==> config.mk <==
export PLATFORM = sky130hd
export DESIGN_NAME = channel_slot_allocator
export DESIGN_NICKNAME = d
export VERILOG_FILES = /design/src/rtl/csa_pkg.sv /design/src/rtl/csa_bitmap.sv /design/src/rtl/csa_store.sv /design/src/rtl/channel_slot_allocator.sv
export SDC_FILE = /design/constraint.sdc
export NUM_CORES = 2
export LEC_CHECK = 0
export ABC_AREA = 1
export BUFFER_PORTS_ARGS = -buffer_cell sky130_fd_sc_hd__buf_2
export CORE_MARGIN = 10
export CORE_UTILIZATION = 45
export CTS_CLUSTER_SIZE = 30
export DETAILED_ROUTE_END_ITERATION = 8
export PLACE_DENSITY_LB_ADDON = 0.12
export SETUP_SLACK_MARGIN = 0.5
export SYNTH_ARGS = -nofsm -noshare
export SYNTH_HDL_FRONTEND = slang
export SYNTH_SLANG_ARGS = --single-unit
==> constraint.sdc <==
create_clock -name i_clk -period 18.8 [get_ports i_clk]
set_clock_uncertainty 0.05 [all_clocks]
set_input_delay 2.82 -clock i_clk [delete_from_list [all_inputs] [get_ports i_clk]]
set_output_delay 2.82 -clock i_clk [all_outputs]
set_load 0.01 [all_outputs]
==> src/rtl/csa_pkg.sv <==
package csa_pkg;

    // Default sizing of the slot table.
    localparam int NUM_SLOTS_DEF = 64;
    localparam int PTR_BITS_DEF  = 32;

    // Fixed port widths.
    localparam int KIND_W   = 2;
    localparam int CHAN_W   = 6;
    localparam int WORD_W   = 32;
    localparam int STATUS_W = 2;
    localparam int GRANT_W  = 6;
    localparam int FREE_W   = 7;

    typedef enum logic [KIND_W-1:0] {
        KIND_FETCH        = 2'd0,
        KIND_READ         = 2'd1,
        KIND_RELEASE      = 2'd2,
        KIND_RELEASE_WAKE = 2'd3
    } t_kind;

    typedef enum logic [STATUS_W-1:0] {
        STATUS_OK   = 2'd0,
        STATUS_FULL = 2'd1,
        STATUS_IDLE = 2'd2
    } t_status;

    // Result of one operation as decided by the bitmap, without the pointer words.
    typedef struct packed {
        t_status              status;
        logic [GRANT_W-1:0]   granted;
        logic                 wake_channel;
        logic                 wake_waiters;
        logic [FREE_W-1:0]    free_left;
        logic                 rd_ok;
    } t_result;

endpackage

==> src/rtl/csa_bitmap.sv <==
module csa_bitmap #(
    parameter int NUM_SLOTS = csa_pkg::NUM_SLOTS_DEF
) (
    input  logic                              i_clk,
    input  logic                              i_rst_n,
    input  logic                              i_take,
    input  logic [csa_pkg::KIND_W-1:0]        i_kind,
    input  logic [csa_pkg::CHAN_W-1:0]        i_channel,
    output logic                              o_wr_en,
    output logic [$clog2(NUM_SLOTS)-1:0]      o_wr_idx,
    output logic                              o_rd_en,
    output logic [$clog2(NUM_SLOTS)-1:0]      o_rd_idx,
    output csa_pkg::t_result                  o_result
);

    localparam int IDX_W = $clog2(NUM_SLOTS);
    localparam int CNT_W = $clog2(NUM_SLOTS + 1);

    logic [NUM_SLOTS-1:0] r_busy;
    logic [NUM_SLOTS-1:0] n_busy;
    logic [CNT_W-1:0]     r_count;
    logic [CNT_W-1:0]     n_count;

    logic                 found;
    logic [IDX_W-1:0]     free_idx;
    logic [IDX_W-1:0]     chan_idx;
    logic                 chan_ok;
    logic                 chan_busy;

    // Lowest free slot: scan downward so the lowest index wins.
    always_comb begin
        found    = 1'b0;
        free_idx = '0;
        for (int i = NUM_SLOTS - 1; i >= 0; i--) begin
            if (!r_busy[i]) begin
                found    = 1'b1;
                free_idx = IDX_W'(i);
            end
        end
    end

    assign chan_ok   = int'(i_channel) < NUM_SLOTS;
    assign chan_idx  = IDX_W'(i_channel);
    assign chan_busy = chan_ok && r_busy[chan_idx];

    always_comb begin
        n_busy   = r_busy;
        n_count  = r_count;
        o_wr_en  = 1'b0;
        o_wr_idx = free_idx;
        o_rd_en  = 1'b0;
        o_rd_idx = chan_idx;
        o_result = '0;
        o_result.status = csa_pkg::STATUS_OK;
        unique case (csa_pkg::t_kind'(i_kind))
            csa_pkg::KIND_FETCH: begin
                if (!found) begin
                    o_result.status = csa_pkg::STATUS_FULL;
                end else begin
                    o_wr_en          = i_take;
                    n_busy[free_idx] = 1'b1;
                    n_count          = r_count - CNT_W'(1);
                    o_result.granted = csa_pkg::GRANT_W'(free_idx);
                end
            end
            csa_pkg::KIND_READ: begin
                if (!chan_ok) begin
                    o_result.status = csa_pkg::STATUS_IDLE;
                end else begin
                    o_rd_en        = i_take;
                    o_result.rd_ok = 1'b1;
                end
            end
            csa_pkg::KIND_RELEASE, csa_pkg::KIND_RELEASE_WAKE: begin
                if (!chan_busy) begin
                    o_result.status = csa_pkg::STATUS_IDLE;
                end else begin
                    n_busy[chan_idx]      = 1'b0;
                    n_count               = r_count + CNT_W'(1);
                    o_result.wake_channel = (i_kind == csa_pkg::KIND_RELEASE_WAKE);
                    o_result.wake_waiters = (r_count == '0);
                end
            end
        endcase
        o_result.free_left = csa_pkg::FREE_W'(n_count);
    end

    always_ff @(posedge i_clk) begin
        if (!i_rst_n) begin
            r_busy  <= '0;
            r_count <= CNT_W'(NUM_SLOTS);
        end else if (i_take) begin
            r_busy  <= n_busy;
            r_count <= n_count;
        end
    end

endmodule

==> src/rtl/csa_store.sv <==
module csa_store #(
    parameter int NUM_SLOTS = csa_pkg::NUM_SLOTS_DEF,
    parameter int PTR_BITS  = csa_pkg::PTR_BITS_DEF
) (
    input  logic                          i_clk,
    input  logic                          i_wr_en,
    input  logic [$clog2(NUM_SLOTS)-1:0]  i_wr_idx,
    input  logic [csa_pkg::WORD_W-1:0]    i_wr_first,
    input  logic [csa_pkg::WORD_W-1:0]    i_wr_second,
    input  logic                          i_rd_en,
    input  logic [$clog2(NUM_SLOTS)-1:0]  i_rd_idx,
    output logic [csa_pkg::WORD_W-1:0]    o_rd_first,
    output logic [csa_pkg::WORD_W-1:0]    o_rd_second
);

    logic [PTR_BITS-1:0] mem_first  [NUM_SLOTS];
    logic [PTR_BITS-1:0] mem_second [NUM_SLOTS];
    logic [PTR_BITS-1:0] r_rd_first;
    logic [PTR_BITS-1:0] r_rd_second;

    always_ff @(posedge i_clk) begin
        if (i_wr_en) begin
            mem_first[i_wr_idx]  <= PTR_BITS'(i_wr_first);
            mem_second[i_wr_idx] <= PTR_BITS'(i_wr_second);
        end
    end

    // Read data holds until the next read, so it doubles as output payload.
    always_ff @(posedge i_clk) begin
        if (i_rd_en) begin
            r_rd_first  <= mem_first[i_rd_idx];
            r_rd_second <= mem_second[i_rd_idx];
        end
    end

    assign o_rd_first  = csa_pkg::WORD_W'(r_rd_first);
    assign o_rd_second = csa_pkg::WORD_W'(r_rd_second);

endmodule

==> src/rtl/channel_slot_allocator.sv <==
// Channel slot allocator.
// The input channel (i_in_valid / o_in_ready) carries one request word: kind,
// channel and two pointer words. A fetch claims the lowest free slot and stores
// the pointers there, a read returns a slot's pointers, and a release (with or
// without wakeup) frees a busy slot. The output channel (o_out_valid /
// i_out_ready) returns exactly one result word per request.
// The result is registered, valid in the cycle after its request is accepted.
// Throughput is one request per cycle while the receiver is ready; the priority
// encoder over the busy bitmap and one pointer memory port per table set it.
// When the receiver stalls, the result is held in the output register and the
// memory read register, and o_in_ready drops until the result is taken; a
// request is accepted in the same cycle that the held result leaves.
// Reset clears every busy mark and sets the free count to the table size at
// once; there is no clearing pass. The pointer memories are not reset, and a
// slot's pointers are meaningful only after a fetch has written them.
module channel_slot_allocator #(
    parameter int NUM_SLOTS = csa_pkg::NUM_SLOTS_DEF,
    parameter int PTR_BITS  = csa_pkg::PTR_BITS_DEF
) (
    input  logic                          i_clk,
    input  logic                          i_rst_n,
    input  logic                          i_in_valid,
    output logic                          o_in_ready,
    input  logic [csa_pkg::KIND_W-1:0]    i_kind,
    input  logic [csa_pkg::CHAN_W-1:0]    i_channel,
    input  logic [csa_pkg::WORD_W-1:0]    i_ptr_first,
    input  logic [csa_pkg::WORD_W-1:0]    i_ptr_second,
    output logic                          o_out_valid,
    input  logic                          i_out_ready,
    output logic [csa_pkg::STATUS_W-1:0]  o_status,
    output logic [csa_pkg::GRANT_W-1:0]   o_granted,
    output logic [csa_pkg::WORD_W-1:0]    o_read_first,
    output logic [csa_pkg::WORD_W-1:0]    o_read_second,
    output logic                          o_wake_channel,
    output logic                          o_wake_waiters,
    output logic [csa_pkg::FREE_W-1:0]    o_free_left
);

    localparam int IDX_W = $clog2(NUM_SLOTS);

    logic                   take;
    logic                   wr_en;
    logic [IDX_W-1:0]       wr_idx;
    logic                   rd_en;
    logic [IDX_W-1:0]       rd_idx;
    csa_pkg::t_result       result;
    csa_pkg::t_result       r_result;
    logic                   r_valid;
    logic [csa_pkg::WORD_W-1:0] rd_first;
    logic [csa_pkg::WORD_W-1:0] rd_second;

    assign o_in_ready = !r_valid || i_out_ready;
    assign take       = i_in_valid && o_in_ready;

    csa_bitmap #(
        .NUM_SLOTS (NUM_SLOTS)
    ) u_bitmap (
        .i_clk     (i_clk),
        .i_rst_n   (i_rst_n),
        .i_take    (take),
        .i_kind    (i_kind),
        .i_channel (i_channel),
        .o_wr_en   (wr_en),
        .o_wr_idx  (wr_idx),
        .o_rd_en   (rd_en),
        .o_rd_idx  (rd_idx),
        .o_result  (result)
    );

    csa_store #(
        .NUM_SLOTS (NUM_SLOTS),
        .PTR_BITS  (PTR_BITS)
    ) u_store (
        .i_clk       (i_clk),
        .i_wr_en     (wr_en),
        .i_wr_idx    (wr_idx),
        .i_wr_first  (i_ptr_first),
        .i_wr_second (i_ptr_second),
        .i_rd_en     (rd_en),
        .i_rd_idx    (rd_idx),
        .o_rd_first  (rd_first),
        .o_rd_second (rd_second)
    );

    always_ff @(posedge i_clk) begin
        if (!i_rst_n) begin
            r_valid <= 1'b0;
        end else if (take) begin
            r_valid <= 1'b1;
        end else if (i_out_ready) begin
            r_valid <= 1'b0;
        end
    end

    always_ff @(posedge i_clk) begin
        if (take) begin
            r_result <= result;
        end
    end

    assign o_out_valid    = r_valid;
    assign o_status       = r_result.status;
    assign o_granted      = r_result.granted;
    assign o_wake_channel = r_result.wake_channel;
    assign o_wake_waiters = r_result.wake_waiters;
    assign o_free_left    = r_result.free_left;
    assign o_read_first   = r_result.rd_ok ? rd_first : '0;
    assign o_read_second  = r_result.rd_ok ? rd_second : '0;

endmodule

==> key figures <==
Hold path
  – Hold path start: u_bitmap.r_busy[63]
  – Worst Hold Path EP: u_bitmap.r_busy[63]
  – Hold path cells: 2
  – Hold crit path type: reg -> reg

Setup path
  – Reg2reg path depth: 68
  – Flop2flop setup slack: 11740 ps
  – Crit path largest cell delay: 1030 ps
  – Critical path class: reg -> reg
  – Setup crit end kind: flop
  – Crit path max fanout: 35
  – Crit path buf inv count: 3
  – WP data required: 19310 ps
  – Worst setup SP type: flop
  – RR Startpoint: u_bitmap.r_busy[63]
  – Critical path's slowest cell: nor2_4
  – Most used cell, CP: nand2_1
  – Worst EP arrival: 7560 ps
  – R2r endpoint: u_store.mem_second[10][23]
  – Cell family contributing the most delay on the critical path: simple AND/OR/NAND/NOR gates

Global routing
  – Top Usage Layer GRT: met2
  – Grt total ovfl: 0
  – Initial antenna violation count: 34
  – Total track usage: 27.9%
  – Met3 usage: 5.06%
  – First-pass GRT wire length: 742 mm
  – Vias in the first global route: 91000
  – Pin count of the biggest net entering global routing: 118
  – M1 GR Usage: 39.5%
  – GR Util met2: 44.2%

Floorplanning
  – I/O pin count: 159
  – Row Count: 216
  – Die W: 610 µm
  – Die area: 373000 µm²
  – Die H: 610 µm
  – Core ar.: 347000 µm²
  – Initial core utilization: 45.2%

CTS
  – Clock sinks: 4250
  – CTS tree: done
  – # resized after CTS: 0
  – Clock Latency Late Sink: 980 ps
  – CTS root buf: clkbuf_16
  – Clock-pin slew on the worst setup and hold paths: 60 ps
  – Clock Path Buffers: 4
  – CTS Buf Count: 437
  – Cts hold-fix bufs: 0
  – CTS H-tree depth: 5
  – Post-CTS setup buffer count: 0

STA
  – Final setup vio count: 0
  – Relative slew slack: 9.32%
  – Final period util: 37.5%
  – Slew @ Worst Pin: 1360 ps
  – Peak Freq: 142 MHz
  – Final setup margin: 11740 ps
  – Fin crit period: 7060 ps
  – Max Slew Vio Count: 0
  – Setup Total Neg Slack: 0 ps
  – RSZ-0062 raised after global routing: no
  – Fin. Hold Viols: 0

Synthesis
  – Sequential cell area fraction in the yosys report: 80.9%
  – FFs w/ async S/R, synth: 0%
  – Synth Register Bits: 4250
  – Post-synth EDFFs: 4178
  – Netlist cell types: 43
  – Post-synthesis cell count: 9737
  – Synthesized area: 157000 µm²
  – Post-Syn Area per Cell: 16.1 µm²
  – Primary FF master, synth: edfxtp_1
  – Synth top area share: 80.0%
  – Synth top area cells: edfxtp_1 (80%), nand2_1 (4.5%), a221oi_1 (3.1%)
  – Synth warnings: 0
  – Net Count, Synth: 9815
  – Synth area leader: edfxtp_1

Routing
  – 1st-pass router iterations: 6
  – Vias per std cell: 6.34
  – First-iteration detailed-routing DRC count: 13800
  – Drt drc: 0
  – Post-DRT Antenna Nets: 0
  – DR vias: 95100
  – Total Wirelength: 539 mm
  – Routed length per instance: 36.0 µm

Placed design
  – Place WS: 10860 ps
  – Post-placement cell count: 14200
  – RD Place Congestion: 0.848
  – Placed cell area: 164000 µm²
  – Post-DP HPWL: 295 mm
  – IO Port Bufs: 158

Layout
  – Synth-to-layout area growth: 13.5%
  – Post-Layout Cell Count: 15000
  – Final instance area: 178000 µm²
  – Multi-input logic area: 27300 µm²
  – Final nets: 10100
  – Fillers: 28300
  – Register Area: 127000 µm²
  – Commonest non-fill, non-tap cell in the layout: edfxtp_1
  – Fraction of layout cells with a size suffix above 1: 11.3%
  – Commonest non-fill, non-tap cells in the layout: edfxtp_1 (4178), nand2_1 (1863), a22oi_1 (616), a221oi_1 (554), nand4_1 (487)

Status
  – Status: finished, final reports clean

Power
  – Total power: 19.7 mW
  – PwrDens: 111 nW/µm²
  – Pleak: 57.1 nW
  – Peak supply drop: 0.0789 mV

Flow run
  – Max_cap viols: 0
[worst max path at each step]
stage	startpoint	end	depth (start not counted)
floorplan	i_out_ready	u_store.mem_first[4][0]	8
global placement	i_out_ready	u_store.mem_first[33][31]	10
detailed placement	i_out_ready	u_store.mem_first[9][10]	10
CTS	u_bitmap.r_busy[63]	u_store.mem_second[10][23]	68
global route	u_bitmap.r_busy[63]	u_store.mem_first[10][25]	68
finish	u_bitmap.r_busy[63]	u_store.mem_second[10][23]	68
[cell families after synthesis]
family	Yosys count	share of synthesized area (%)
XOR/XNOR	5	0.0279
AND/OR/NAND/NOR	2712	7.46
buffers and inverters	841	2.08
flip-flops	4250	80.9
adder cells (fa/ha/maj)	2	0.0159
AO/OA/AOI/OAI	1927	9.52
[tightest hold or removal path, stage by stage (launching register included)]
cell and delay (ps):
dfxtp_1 330, nor2_1 100, nor2_1 40
[per-layer routing]
metal  vias up  share of wire (%)
li1      39100                  -
met1     49800                 40
met2      5468                 46
met3       811                9.8
met4        12                3.7
met5         -              0.012
[where the power goes]
part,switching [mW],internal [mW],total (mW)
clock network,3.66,4.76,8.42
registers,0.0111,10.4,10.4
logic,0.682,0.192,0.873
[synth_stat cells (23+ instances only)]
cell	instances
a21oi_1	146
edfxtp_1	4178
a22oi_1	616
a221oi_1	555
buf_1	132
nand2_1	1864
nor2_1	218
inv_1	249
nand4_1	487
a2111o_1	23
a22o_1	355
nand3_1	93
dfxtp_1	72
o21ai_0	152
clkbuf_1	426
[stage by stage]
stage          hold WS [ps]  util (%)
2_1_floorplan           425         -
3_3_place_gp            451      47.4
5_1_grt                 487      51.4
6_report                468      51.4
4_1_cts                 467      51.4
3_5_place_dp            454      47.4
[layout make-up]
cell class | instances | area share (%)
sequential | 4250 | 71.2
multi-input combinational | 4646 | 15.3
clock buffer | 536 | 6.42
tap | 4578 | 3.22
timing repair buffer | 471 | 1.96
clock inverter | 265 | 1.29
inverter | 251 | 0.530
antenna | 5 | 0.00702
[registers in the layout (all words and copies together) (netlist names)]
name	count
u_store.mem_first	2048
u_store.mem_second	2048
u_bitmap.r_busy	64
u_store.o_rd_first	32
u_store.o_rd_second	32
o_free_left	7
u_bitmap.r_count	7
o_granted	6
o_status	2
o_out_valid	1
o_wake_channel	1
o_wake_waiters	1
r_result	1
Power figures use the tool's default switching activity.
